--- config.mk ---
export PLATFORM = sky130hd
export DESIGN_NAME = three_axis_window_average_dominant_top
export DESIGN_NICKNAME = d
export VERILOG_FILES = /design/src/rtl/tawad_pkg.sv /design/src/rtl/tawad_lane.sv /design/src/rtl/tawad_merge.sv /design/src/rtl/three_axis_window_average_dominant_top.sv
export SDC_FILE = /design/constraint.sdc
export NUM_CORES = 1
export LEC_CHECK = 0
export BUFFER_PORTS_ARGS = -buffer_cell sky130_fd_sc_hd__clkbuf_2
export CORE_UTILIZATION = 40
export DETAILED_ROUTE_END_ITERATION = 10
export PLACE_DENSITY = 0.55
export SETUP_SLACK_MARGIN = 0.05
export SYNTH_ARGS = -nofsm -noshare
export SYNTH_HDL_FRONTEND = slang
export SYNTH_SLANG_ARGS = --single-unit
--- constraint.sdc ---
create_clock -name clk -period 7.6 [get_ports clk]
set_clock_uncertainty 0.2 [all_clocks]
set_input_delay 1.52 -clock clk [delete_from_list [all_inputs] [get_ports clk]]
set_output_delay 1.52 -clock clk [all_outputs]
set_load 0.1 [all_outputs]
--- src/rtl/tawad_pkg.sv ---
// shared constants, types and axis codes for the three-axis window average
// no dependencies
package tawad_pkg;

  localparam int WINDOW      = 16;
  localparam int WIN_BITS    = $clog2(WINDOW);
  localparam int SAMPLE_BITS = 16;
  localparam int SUM_W       = SAMPLE_BITS + WIN_BITS;
  localparam int FILL_W      = WIN_BITS + 1;

  typedef enum logic [2:0] {
    AX_PX = 3'd0,
    AX_NX = 3'd1,
    AX_PY = 3'd2,
    AX_NY = 3'd3,
    AX_PZ = 3'd4,
    AX_NZ = 3'd5
  } axis_t;

  // control that travels with one request from the sum stage to the merge stage
  typedef struct packed {
    logic valid;
    logic avg_valid;
    logic active;
    logic clear;
  } s1_ctrl_t;

endpackage

--- src/rtl/tawad_lane.sv ---
// one axis lane: ring of WINDOW samples and the running window sum
// depends on tawad_pkg
module tawad_lane
  import tawad_pkg::*;
(
  input  logic                          clk,
  input  logic                          rst_n,
  input  logic                          add,
  input  logic                          clear,
  input  logic                          full,
  input  logic [WIN_BITS-1:0]           wpos,
  input  logic signed [SAMPLE_BITS-1:0] sample,
  output logic signed [SUM_W-1:0]       sum
);

  logic signed [SAMPLE_BITS-1:0] ring_r [WINDOW];
  logic signed [SUM_W-1:0]       sum_r;
  logic signed [SUM_W-1:0]       sum_nxt;
  logic signed [SUM_W-1:0]       old_ext;

  // oldest entry drops out only once the window has filled
  assign old_ext = full ? SUM_W'(ring_r[wpos]) : '0;

  always_comb begin
    sum_nxt = sum_r;
    if (clear) begin
      sum_nxt = '0;
    end else if (add) begin
      sum_nxt = sum_r - old_ext + SUM_W'(sample);
    end
  end

  always_ff @(posedge clk) begin
    if (!rst_n) begin
      sum_r <= '0;
    end else begin
      sum_r <= sum_nxt;
    end
  end

  always_ff @(posedge clk) begin
    if (add) begin
      ring_r[wpos] <= sample;
    end
  end

  assign sum = sum_r;

endmodule

--- src/rtl/tawad_merge.sv ---
// merge stage: averages from the three lane sums, dominant axis pick,
// axis change and led tracking, output register; depends on tawad_pkg
module tawad_merge
  import tawad_pkg::*;
(
  input  logic                          clk,
  input  logic                          rst_n,
  input  logic                          en,
  input  s1_ctrl_t                      s1,
  input  logic signed [SUM_W-1:0]       sum_x,
  input  logic signed [SUM_W-1:0]       sum_y,
  input  logic signed [SUM_W-1:0]       sum_z,
  output logic                          out_valid,
  output logic                          avg_valid,
  output logic signed [SAMPLE_BITS-1:0] avg_x,
  output logic signed [SAMPLE_BITS-1:0] avg_y,
  output logic signed [SAMPLE_BITS-1:0] avg_z,
  output logic [2:0]                    dominant_axis,
  output logic                          axis_changed,
  output logic                          green_led,
  output logic                          payload_active
);

  logic signed [SAMPLE_BITS-1:0] ax, ay, az;
  logic [SAMPLE_BITS:0]          mx, my, mz;
  axis_t                         pick;
  axis_t                         axis_nxt;
  axis_t                         last_axis_r;
  logic                          green_r, green_nxt;
  logic                          changed_nxt;

  logic                          out_valid_r;
  logic                          avg_valid_r;
  logic signed [SAMPLE_BITS-1:0] avg_x_r, avg_y_r, avg_z_r;
  axis_t                         axis_r;
  logic                          changed_r;
  logic                          active_r;

  // floor of sum / WINDOW is an arithmetic shift
  assign ax = sum_x[SUM_W-1:WIN_BITS];
  assign ay = sum_y[SUM_W-1:WIN_BITS];
  assign az = sum_z[SUM_W-1:WIN_BITS];

  assign mx = ax[SAMPLE_BITS-1] ? -{ax[SAMPLE_BITS-1], ax} : {ax[SAMPLE_BITS-1], ax};
  assign my = ay[SAMPLE_BITS-1] ? -{ay[SAMPLE_BITS-1], ay} : {ay[SAMPLE_BITS-1], ay};
  assign mz = az[SAMPLE_BITS-1] ? -{az[SAMPLE_BITS-1], az} : {az[SAMPLE_BITS-1], az};

  // ties favor x, then y
  always_comb begin
    if (mx >= my && mx >= mz) begin
      pick = ax[SAMPLE_BITS-1] ? AX_NX : AX_PX;
    end else if (my >= mz) begin
      pick = ay[SAMPLE_BITS-1] ? AX_NY : AX_PY;
    end else begin
      pick = az[SAMPLE_BITS-1] ? AX_NZ : AX_PZ;
    end
  end

  always_comb begin
    axis_nxt    = last_axis_r;
    green_nxt   = green_r;
    changed_nxt = 1'b0;
    if (s1.clear) begin
      green_nxt = 1'b0;
    end else if (s1.avg_valid) begin
      axis_nxt    = pick;
      changed_nxt = (pick != last_axis_r);
      green_nxt   = (pick == AX_PZ) || (pick == AX_NZ);
    end
  end

  always_ff @(posedge clk) begin
    if (!rst_n) begin
      out_valid_r <= 1'b0;
      last_axis_r <= AX_PZ;
      green_r     <= 1'b0;
    end else if (en) begin
      out_valid_r <= s1.valid;
      if (s1.valid) begin
        last_axis_r <= axis_nxt;
        green_r     <= green_nxt;
      end
    end
  end

  always_ff @(posedge clk) begin
    if (en && s1.valid) begin
      avg_valid_r <= s1.avg_valid;
      avg_x_r     <= s1.avg_valid ? ax : '0;
      avg_y_r     <= s1.avg_valid ? ay : '0;
      avg_z_r     <= s1.avg_valid ? az : '0;
      axis_r      <= axis_nxt;
      changed_r   <= changed_nxt;
      active_r    <= s1.active;
    end
  end

  assign out_valid      = out_valid_r;
  assign avg_valid      = avg_valid_r;
  assign avg_x          = avg_x_r;
  assign avg_y          = avg_y_r;
  assign avg_z          = avg_z_r;
  assign dominant_axis  = axis_r;
  assign axis_changed   = changed_r;
  assign green_led      = green_r;
  assign payload_active = active_r;

endmodule

--- src/rtl/three_axis_window_average_dominant_top.sv ---
// Three-axis boxcar moving average with dominant-axis detection. One request
// is taken per clock cycle, back to back, unless a result is held at the
// output with the stage register full; each request gives exactly one result.
// On acceptance the three axis lanes write their ring entry, update their
// running sums and the control is registered; the merge stage then forms the
// averages (sum shifted right by log2 of the window), picks the dominant
// signed axis and loads the output register once free. A power-off
// request clears the window; ring contents are never read before written.
// depends on tawad_pkg, tawad_lane, tawad_merge
module three_axis_window_average_dominant_top
  import tawad_pkg::*;
(
  input  logic                          clk,
  input  logic                          rst_n,
  input  logic                          in_valid,
  output logic                          in_ready,
  input  logic                          in_cmd,
  input  logic signed [SAMPLE_BITS-1:0] in_sample_x,
  input  logic signed [SAMPLE_BITS-1:0] in_sample_y,
  input  logic signed [SAMPLE_BITS-1:0] in_sample_z,
  input  logic                          in_power_on,
  output logic                          out_valid,
  input  logic                          out_ready,
  output logic                          out_avg_valid,
  output logic signed [SAMPLE_BITS-1:0] out_avg_x,
  output logic signed [SAMPLE_BITS-1:0] out_avg_y,
  output logic signed [SAMPLE_BITS-1:0] out_avg_z,
  output logic [2:0]                    out_dominant_axis,
  output logic                          out_axis_changed,
  output logic                          out_green_led,
  output logic                          out_payload_active
);

  logic                active_r, active_nxt;
  logic [WIN_BITS-1:0] wpos_r, wpos_nxt;
  logic [FILL_W-1:0]   fill_r, fill_nxt;
  s1_ctrl_t            s1_r, s1_nxt;
  logic                accept, add, clear, full, en;
  logic signed [SUM_W-1:0] sum_x, sum_y, sum_z;

  assign en       = ~out_valid | out_ready;
  assign in_ready = en | ~s1_r.valid;
  assign accept   = in_valid & in_ready;
  assign add      = accept & ~in_cmd & active_r;
  assign clear    = accept & in_cmd & ~in_power_on;
  assign full     = (fill_r == FILL_W'(WINDOW));

  always_comb begin
    active_nxt = active_r;
    wpos_nxt   = wpos_r;
    fill_nxt   = fill_r;
    if (accept && in_cmd) begin
      active_nxt = in_power_on;
      if (!in_power_on) begin
        wpos_nxt = '0;
        fill_nxt = '0;
      end
    end else if (add) begin
      wpos_nxt = wpos_r + 1'b1;
      if (!full) begin
        fill_nxt = fill_r + 1'b1;
      end
    end
  end

  always_comb begin
    s1_nxt = s1_r;
    if (accept) begin
      s1_nxt.valid     = 1'b1;
      s1_nxt.avg_valid = add && (fill_nxt == FILL_W'(WINDOW));
      s1_nxt.active    = active_nxt;
      s1_nxt.clear     = clear;
    end else if (en) begin
      s1_nxt.valid = 1'b0;
    end
  end

  always_ff @(posedge clk) begin
    if (!rst_n) begin
      active_r <= 1'b0;
      wpos_r   <= '0;
      fill_r   <= '0;
      s1_r     <= '0;
    end else begin
      active_r <= active_nxt;
      wpos_r   <= wpos_nxt;
      fill_r   <= fill_nxt;
      s1_r     <= s1_nxt;
    end
  end

  tawad_lane u_lane_x (
    .clk    (clk),
    .rst_n  (rst_n),
    .add    (add),
    .clear  (clear),
    .full   (full),
    .wpos   (wpos_r),
    .sample (in_sample_x),
    .sum    (sum_x)
  );

  tawad_lane u_lane_y (
    .clk    (clk),
    .rst_n  (rst_n),
    .add    (add),
    .clear  (clear),
    .full   (full),
    .wpos   (wpos_r),
    .sample (in_sample_y),
    .sum    (sum_y)
  );

  tawad_lane u_lane_z (
    .clk    (clk),
    .rst_n  (rst_n),
    .add    (add),
    .clear  (clear),
    .full   (full),
    .wpos   (wpos_r),
    .sample (in_sample_z),
    .sum    (sum_z)
  );

  tawad_merge u_merge (
    .clk            (clk),
    .rst_n          (rst_n),
    .en             (en),
    .s1             (s1_r),
    .sum_x          (sum_x),
    .sum_y          (sum_y),
    .sum_z          (sum_z),
    .out_valid      (out_valid),
    .avg_valid      (out_avg_valid),
    .avg_x          (out_avg_x),
    .avg_y          (out_avg_y),
    .avg_z          (out_avg_z),
    .dominant_axis  (out_dominant_axis),
    .axis_changed   (out_axis_changed),
    .green_led      (out_green_led),
    .payload_active (out_payload_active)
  );

endmodule

[Word-level counts from Yosys, hierarchy flattened]
Memories as Yosys holds them, arrays and structs flattened. A register that Yosys moved wholly into a read port is not among the register bits.
Index checks and enable logic that the tools add are counted.
Storage, ports and cells
  register bits: 133
  memory bits (writable): 768
  output and inout port bits: 57
  logic and storage cells: 102
  memories: 3
Cells by class
  add/subtract/negate cells: 11
  magnitude comparators: 3
  equality and inequality tests: 6
  multiplexer cells: 33
  bitwise gates (word level): 13
  reductions and logical operators: 13
Memory list
  u_lane_x.ring_r: depth 16, width 16, read ports 1, clocked after memory_dff 1, write ports 1, RTL line tawad_lane.sv:16  | logic signed [SAMPLE_BITS-1:0] ring_r [WINDOW];
  u_lane_y.ring_r: depth 16, width 16, read ports 1, clocked after memory_dff 1, write ports 1, RTL line tawad_lane.sv:16
  u_lane_z.ring_r: depth 16, width 16, read ports 1, clocked after memory_dff 1, write ports 1, RTL line tawad_lane.sv:16
Operator list (number)
  $add 20x16->20: 3
  $mux 20: 3
  $sub 20x20->20: 3
  $ge 17x17->1: 3
  $mux 17: 3
  $neg 17->17: 3
  $mux 4: 9
  $mux 5: 4
  $mux 3: 4
  $eq 5x5->1 const B: 2
  $mux 1: 10
  $eq 3x3->1 const B: 2
  $not 1->1: 6
  $reduce_bool 2->1: 3
  $add 5x1->5 const B: 1
  $and 1x1->1: 5
  $add 4x1->4 const B: 1
  $logic_and 1x1->1: 4
  $reduce_and 2->1: 2
  $reduce_or 2->1: 2
  $ne 3x3->1: 1
  $reduce_and 3->1: 1
  $ne 2x2->1 const B: 1
  $or 1x1->1: 2
  $logic_or 1x1->1: 1

[Logic depth before layout (Yosys ltp)]
Gate-level depths: netlist of run 1.
  depth after elaboration: 10
  gate-level depth with buffers: 21
  depth with buffers taken out: 19

[Hierarchy]
Synthesis of run 1 repeated with hierarchy kept, for this count alone.
Second synthesis, totals
  cell total of the unflattened synthesis: 2607
  area total of the unflattened synthesis: 41652.4 um^2
By module, submodules not included
  tawad_lane at u_lane_x: instances 1, cells each 697, area each 12164.2 um^2, sequential area each 8087.8 um^2
  tawad_lane at u_lane_z: instances 1, cells each 693, area each 12120.4 um^2, sequential area each 8087.8 um^2
  tawad_lane at u_lane_y: instances 1, cells each 690, area each 12109.1 um^2, sequential area each 8087.8 um^2
  tawad_merge: instances 1, cells each 433, area each 4504.3 um^2, sequential area each 1721.7 um^2
  three_axis_window_average_dominant_top: instances 1, cells each 94, area each 754.5 um^2, sequential area each 280.3 um^2

[Worst setup path before layout of run 1]
Ideal clock, no wire load.
  kind: input -> register
  start point: in out_ready
  end point: mem u_lane_x.ring_r[0][0], enable pin
  library setup time: 513 ps
  data arrival time: 6884 ps
  path slack: 3 ps
  stages: 8
  buffers on the path: 2
  cell sequence: nor2b_1 -> nand2_1 -> nand2_1 -> nor3_1 -> clkbuf_1 -> clkbuf_1 -> nand2_1 -> nor3_1
On the way
  word-level cells in the longest chain between the ends: 7
RTL lines
  start: declaration: RTL line three_axis_window_average_dominant_top.sv:23  | input logic out_ready,
  $or 1x1->1: RTL line three_axis_window_average_dominant_top.sv:41  | assign en = ~out_valid | out_ready;
  $or 1x1->1: RTL line three_axis_window_average_dominant_top.sv:42  | assign in_ready = en | ~s1_r.valid;
  via in_ready: RTL line three_axis_window_average_dominant_top.sv:16  | output logic in_ready,
  $and 1x1->1: RTL line three_axis_window_average_dominant_top.sv:43  | assign accept = in_valid & in_ready;
  $and 1x1->1 (2 in a row): RTL line three_axis_window_average_dominant_top.sv:44  | assign add = accept & ~in_cmd & active_r;
  $mux 1: RTL line tawad_lane.sv:42  | if (add) begin
  $mux 1 (not written as such): RTL line tawad_lane.sv:43  | ring_r[wpos] <= sample;
  end: declaration: RTL line tawad_lane.sv:16
The timed path passes the listed nets, and every way through them passes these cells.

==> summary.md, run 1 <==
| Metric | Value |
|---|---|
| Vias in the first global route | 22.8k |
| CP startpoint kind | register |
| Synth Register Bits | 905 |
| Placed cell count | 3,912 |
| Initial antenna violation count | 12 |
| Count of mapped cells out of synthesis | 2,489 |
| Top cells by area, synth | edfxtp_1, mux4_2, dfxtp_1 |
| Kind of critical path | reg -> reg |
| Ys flop type | edfxtp_1 |
| Post-CTS setup buffers | 0 |
| Syn Std Cell Area | 0.0406 sq mm |
| Initial Util | around 40% |
| Area leader, netlist | edfxtp_1 |
| Tot Pwr | 10.8 mW |
| Avg Cell Area, Syn | 16.3 sq um |
| CTS Buffer Depth | 3 |
| First-pass DRT Iterations | 6 |
| Die area | 0.103 sq mm |
| Die Span X | roughly 320 um |
| RSZ-0062 raised after global routing | false |
| HP Class | reg -> reg |
| Lkg Pwr | 15.7 nW |
| Worst slew margin | 16.6% |
| Worst setup EP type | register |
| Synth cell types | 77 |
| Min Tclk post-route | 6.15 ns |
| Clock Latency Late Sink | roughly 0.66 ns |
| Post-DRT Antenna Nets | 0 |
| DRT Wirelength | 103,000 um |
| Max Freq | approximately 160 MHz |
| EDFF count, synth | between 800 and 900 |
| Pwr Density | between 200 and 250 mW/mm^2 |
| Layout cell share with drive strength beyond 1 | between 20% and 30% |
| Fillers | between 8k and 9k |
| Maxcap violations | 0 |
| Core Box Area | approximately 0.1 sq mm |
| Max FO, Critical Path | 34 |
| TritonCTS Buffers | 95 |
| DRC viols | 0 |
| Sequential share of the synthesized area | between 60% and 70% |
| Avg WL per Cell | ~25 um |
| CP Data Required Time | 7.98 ns |
| First-pass GRT wire length | around 150,000 um |
| Final non-filler cell total | 4,091 |
| Final Util | about 46% |
| Number of nets in the layout | about 2.9k |
| Crit path DAT | 6.53 ns |
| Status | completed |
| Final Hold Fails | 0 |
| Clk pin slew, worst setup/hold paths | 0.06 ns |
| Die Y | 321 um |
| Vias per cell | approximately 5.4 |
| CTS Hold Bufs | 0 |
| Slew Limit Fails | 0 |
| Setup-failing EPs final | 0 |
| Placer congestion estimate | just over 0.8 |
| Grt ovf | 0 |
| Cts repair resizes | 0 |
| CTS root buf | clkbuf_16 |
| Place WS | approximately 1.5 ns |
| Setup tns final | 0 ns |
| YS warnings | 0 |
| I/O pins | 111 |
| Hold Crit Start | s1_r[1] |
| Final Cycle Share | 80.9% |
| Async set-reset flop share out of synthesis | 0% |
| Area share of the largest cell type after synthesis | 60.8% |
| Largest net degree at the start of global routing | 71 |
| Worst-margin pin slew | 1.25 ns |
| Via count | about 22k |
| Site Rows | roughly 120 |
| Htree depth | 3 |
| # clock sinks | 905 |
| Max VDD drop | 189 uV |
| Initial drt markers | about 2k |
| Post-DP HPWL | roughly 63,000 um |
| Tot GR Track Use | between 20% and 30% |
| Port bufs | 110 |
| Layout area overhead | 13.7% |
| Fin worst setup slack | 1.45 ns |
| CTS tree | done |
-- cell usage after synthesis, drive strengths merged (3+ instances only) --
| cell type | n |
|---|---|
| nor2 | 62 |
| and3 | 10 |
| nand3 | 28 |
| a21oi | 100 |
| a21boi | 14 |
| clkbuf | 73 |
| edfxtp | 822 |
| mux2i | 9 |
| mux2 | 5 |
| a311o | 3 |
| nor3b | 4 |
| a211oi | 8 |
| dfxtp | 83 |
| buf | 25 |
| or2 | 4 |
| nand2b | 16 |
| a21o | 19 |
| o31ai | 17 |
| nand4 | 11 |
| a31oi | 3 |
| ha | 119 |
| o41ai | 6 |
| nor2b | 16 |
| or3 | 16 |
| and2 | 98 |
| a211o | 5 |
| nor3 | 22 |
| o211ai | 3 |
| inv | 242 |
| o21a | 10 |
| fa | 57 |
| nand2 | 157 |
| mux4 | 237 |
| xor2 | 18 |
| xnor2 | 76 |
| a41oi | 3 |
| o21ai | 54 |
-- worst max-delay path, cell delays in order, from the launching register on --
cell	delay [ns]
dfxtp_4	0.90
mux4_2	0.62
mux4_2	0.46
and2_1	0.18
fa_1	0.56
inv_1	0.06
ha_1	0.27
a21o_1	0.21
a211oi_1	0.35
o21ai_1	0.20
a311o_1	0.48
a41o_1	0.30
o41a_1	0.35
a221o_1	0.32
xnor2_1	0.14
or3_1	0.31
a21oi_1	0.14
-- metal layers --
layer	global-route usage, %	up-vias	wire (um)	share of wire, %
met5	0	-	83	0.081
met4	5.67	12	2480	2.4
met3	3.11	157	5140	5.0
met2	33.3	553	49800	48
met1	28.1	11508	45400	44
li1	-	9737	-	-
-- where the power goes --
group / switching (mW) / total, mW / internal, mW
combinational: 0.445 / 0.711 / 0.266
clock: 1.95 / 4.59 / 2.64
sequential: 0.0241 / 5.47 / 5.44
total: 2.42 / 10.8 / 8.35
-- path summary, 6_finish.rpt --
check                                         endpoint  slack [ns]  depth (start not counted)
worst min-delay path            u_merge.payload_active        0.25                          0
worst min register to register  u_merge.payload_active        0.25                          0
worst max register to register        u_lane_y.sum[19]        1.45                         16
worst max-delay path                  u_lane_y.sum[19]        1.45                         16
-- area by class of cell --
type	count	area (sq um)	share of cell area [%]
antenna	1	2.50	0.00542
clock buffer	115	2480	5.38
clock inverter	63	601	1.30
inverter	242	908	1.97
multi-input combinational	1248	13100	28.4
sequential	905	26400	57.1
tap	1357	1700	3.68
timing repair buffer	160	976	2.11
-- logic make-up after synthesis --
logic type / count (synthesis) / share of synthesized area [%]
compound gates: 261 / 4.09
xor+xnor: 94 / 2.03
fa+ha+maj: 178 / 6.53
buf+inv: 340 / 3.17
flops: 905 / 64.9
mux: 251 / 13.6
other cells: 2 / 0.0185
simple gates: 458 / 5.69
-- stage by stage --
| step | cell area, sq um | hold WS [ns] |
|---|---|---|
| 2_1_floorplan | 40600 | 0.209 |
| 3_3_place_gp | 43100 | 0.231 |
| 3_5_place_dp | 43100 | 0.245 |
| 4_1_cts | 46200 | 0.259 |
| 5_1_grt | 46200 | 0.282 |
| 6_report | 46200 | 0.253 |
-- flip-flops by register name, summed over array words and instances, names as in the netlist, 3 cells and up, named ones only --
signal and count:
u_merge.avg_x 16, u_merge.avg_y 16, u_lane_x.ring_r 256, u_merge.dominant_axis 3, u_lane_z.ring_r 256, u_lane_x.sum 20, fill_r 5, u_merge.last_axis_r 3
wpos_r 4, u_lane_y.ring_r 256, u_merge.avg_z 16, u_lane_y.sum 20, u_lane_z.sum 20, s1_r 4
-- cell usage in the layout (no fill, tap or decap), drive strengths merged, types with 4 or more instances in the layout --
master	netlist	routed
mux4	237	237
o41ai	6	6
or3	16	16
nand2	157	157
and3	10	10
or2	4	4
a211o	5	5
a21boi	14	14
buf	25	50
xnor2	76	76
mux2	5	5
o21a	10	10
a21oi	100	100
conb	2	6
edfxtp	822	822
and2	98	98
nor3b	4	4
nand4	11	11
a211oi	8	8
inv	242	246
dfxtp	83	83
clkinv	0	45
nand3	28	28
nor2	62	62
o21ai	54	54
o31ai	17	17
nand2b	16	16
nor2b	16	16
mux2i	9	9
clkinvlp	0	5
nor3	22	22
a21o	19	19
ha	119	119
fa	57	57
clkbuf	73	225
xor2	18	18
bufinv	0	9
Power figures use the tool's default switching activity.
==> run 2: changes to the inputs <==
clock period = 5.9 ns   (was 7.6 ns; I/O delays follow)
==> run 2 against run 1 <==
Net effect:
- register-to-register slack lost 1.1 ns
- global-route usage fell by 0.12 points
- utilization up 0.51 points
- hold slack worse by 0.014 ns
- critical path type unchanged
- wire length shrank 0.57%
- largest cell class unchanged
- via count hardly changed
==> summary.md, run 2 (synthesis results as in run 1) <==
| Metric | Value |
|---|---|
| Status | completed |
| Final non-filler cell total | 4,115 (+0.59%) |
| Pwr Density | 302 mW/mm^2 (+29%) |
| CTS Hold Bufs | 0 (unchanged) |
| Layout area overhead | 15.0% |
| # clock sinks | 905 (unchanged) |
| Via count | 22.0k (-0.068%) |
| First-pass DRT Iterations | 7 (+1) |
| Commonest non-fill, non-tap cell in the layout | edfxtp_1 |
| Clock Latency Late Sink | 0.69 ns (+0.03 ns) |
| Regs by FF count | u_lane_x.ring_r: 256 flops, u_lane_y.ring_r: 256 flops, u_lane_z.ring_r: 256 flops |
| Setup-failing EPs final | 0 (unchanged) |
| Core Box Area | 0.100 sq mm (unchanged) |
| Placed cell areas | 0.0434 sq mm (+0.77%) |
| Lkg Pwr | 15.9 nW (+1.4%) |
| I/O pins | 111 (unchanged) |
| Die area | 0.103 sq mm (unchanged) |
| CTS Buffer Depth | 3 (unchanged) |
| Layout cell share with drive strength beyond 1 | 22.1% (+0.55 points) |
| Die Span X | 321 um (unchanged) |
| Placed cell count | 3,928 (+0.41%) |
| Final Cycle Share | 94.1% (+13 points) |
| Worst setup EP type | register |
| Worst path cell trace | mux4_2, mux4_2, and2_1, fa_1, inv_1, ha_1, a21o_1, a211oi_1, o21ai_1, a311o_1, a41o_1, o41a_1, a221o_1, xnor2_1, or3_1, a21oi_1 |
| Number of nets in the layout | 2,905 (+0.80%) |
| Worst-margin pin slew | 1.13 ns (-0.117 ns) |
| Post-DP HPWL | 63,300 um (+0.14%) |
| Site Rows | 116 (unchanged) |
| Vias in the first global route | 22.6k (-0.87%) |
| Die Y | 321 um (unchanged) |
| Vias per cell | 5.33 (-0.65%) |
| Grt ovf | 0 (unchanged) |
| Placer congestion estimate | 0.855 (+3.0%) |
| CP Data Required Time | 6.30 ns (-1.68 ns) |
| Initial Util | 40.5% (unchanged) |
| First-pass GRT wire length | 151,000 um (-0.29%) |
| Final Hold Fails | 0 (unchanged) |
| CTS tree | done |
| TritonCTS Buffers | 96 (+1.1%) |
| DRT Wirelength | 102,000 um (-0.57%) |
| Most common cell on crit path | mux4_2 |
| Most frequent cells in the layout | edfxtp_1, inv_1, mux4_2, nand2_1, ha_1 |
| Post-DRT Antenna Nets | 0 (unchanged) |
| Slew Limit Fails | 0 (unchanged) |
| Max FO, Critical Path | 14 (-59%) |
| Bufs and invs on worst path | 1 (unchanged) |
| CTS root buf | clkbuf_16 |
| Largest net degree at the start of global routing | 53 (-25%) |
| Max VDD drop | 247 uV (+30%) |
| Fillers | 8,625 (-0.15%) |
| Place WS | 0.00185 ns (-1.47 ns) |
| Worst slew margin | 24.4% (+7.8 points) |
| Slowest CP cell | mux4_2 |
| Min Hold Slack | 0.239 ns (-0.0141 ns) |
| HP Class | reg -> reg |
| Fin worst setup slack | 0.346 ns (-1.10 ns) |
| Crit path DAT | 5.95 ns (-0.58 ns) |
| Min Tclk post-route | 5.55 ns (-0.598 ns) |
| Maxcap violations | 0 (unchanged) |
| Initial drt markers | 2,132 (+3.8%) |
| CP startpoint kind | register |
| Crit path max-delay family | compound AO/OA/AOI/OAI gates |
| Max Freq | 180 MHz (+11%) |
| Slowest Stage Delay on Critical Path | 0.54 ns (-0.36 ns) |
| RSZ-0062 raised after global routing | false |
| Final Util | 46.5% (+0.51 points) |
| DRC viols | 0 (unchanged) |
| Kind of critical path | reg -> reg |
| Tot GR Track Use | 20.2% (-0.12 points) |
| Clk pin slew, worst setup/hold paths | 0.06 ns (about the same) |
| Port bufs | 110 (unchanged) |
| Initial antenna violation count | 5 (-7) |
| Final instance area | 0.0467 sq mm (+1.1%) |
| Avg WL per Cell | 24.9 um (-1.2%) |
| Htree depth | 3 (unchanged) |
## run 2: cell types whose count changed in the layout (fill, tap and decap cells not counted), sizes merged
cell and change:
bufinv +2, inv -1, clkinvlp -2, clkinv +1
diode +2, buf +22
## run 2: per-stage QoR
| stage | setup TNS [ns] | power (mW) |
|---|---|---|
| after floorplan | -34.14 | 7.82 |
| after global placement | 0 | 8.09 |
| after detailed placement | 0 | 8.11 |
| after CTS | 0 | 14.2 |
| after global routing | 0 | 14.6 |
| final | 0 | 14.1 |
## run 2: final cells by class
cell class                 instances  area [sq um]  area share (%)
clock inverter                    63           734            1.57
antenna                            3          7.51          0.0161
tap                             1357          1700            3.64
multi-input combinational       1248         13100            28.1
timing repair buffer             182          1350            2.90
inverter                         242           908            1.95
sequential                       905         26400            56.5
clock buffer                     115          2470            5.30
## run 2: final timing paths
check            from                endpoint  slack (ns)  cells past startpoint
min           s1_r[1]  u_merge.payload_active        0.24                      0
max          register        u_lane_y.sum[19]        0.35                     16
min reg2reg   s1_r[1]  u_merge.payload_active        0.24                      0
max reg2reg  register        u_lane_y.sum[19]        0.35                     16
## run 2: layer usage
metal,wire (um),track usage (%),share of wire [%],vias to the layer above
met3,5890,2.67,5.8,150
met5,28,0,0.027,-
met2,48400,32.0,47,604
met1,45400,28.9,44,11405
li1,-,-,-,9789
met4,2660,6.61,2.6,4
## run 2: what timing repair did
| item | in CTS | in global routing |
|---|---|---|
| setup buffers | 0 | 6 |
| gates resized for setup | 1 | 2 |
| setup endpoints to repair | 1 | 5 |
## run 2: power by group
part / switching, mW / internal (mW) / total (mW)
Combinational: 0.589 / 0.354 / 0.943
Sequential: 0.0257 / 7.01 / 7.04
Clock: 2.60 / 3.51 / 6.11
Total: 3.21 / 10.9 / 14.1
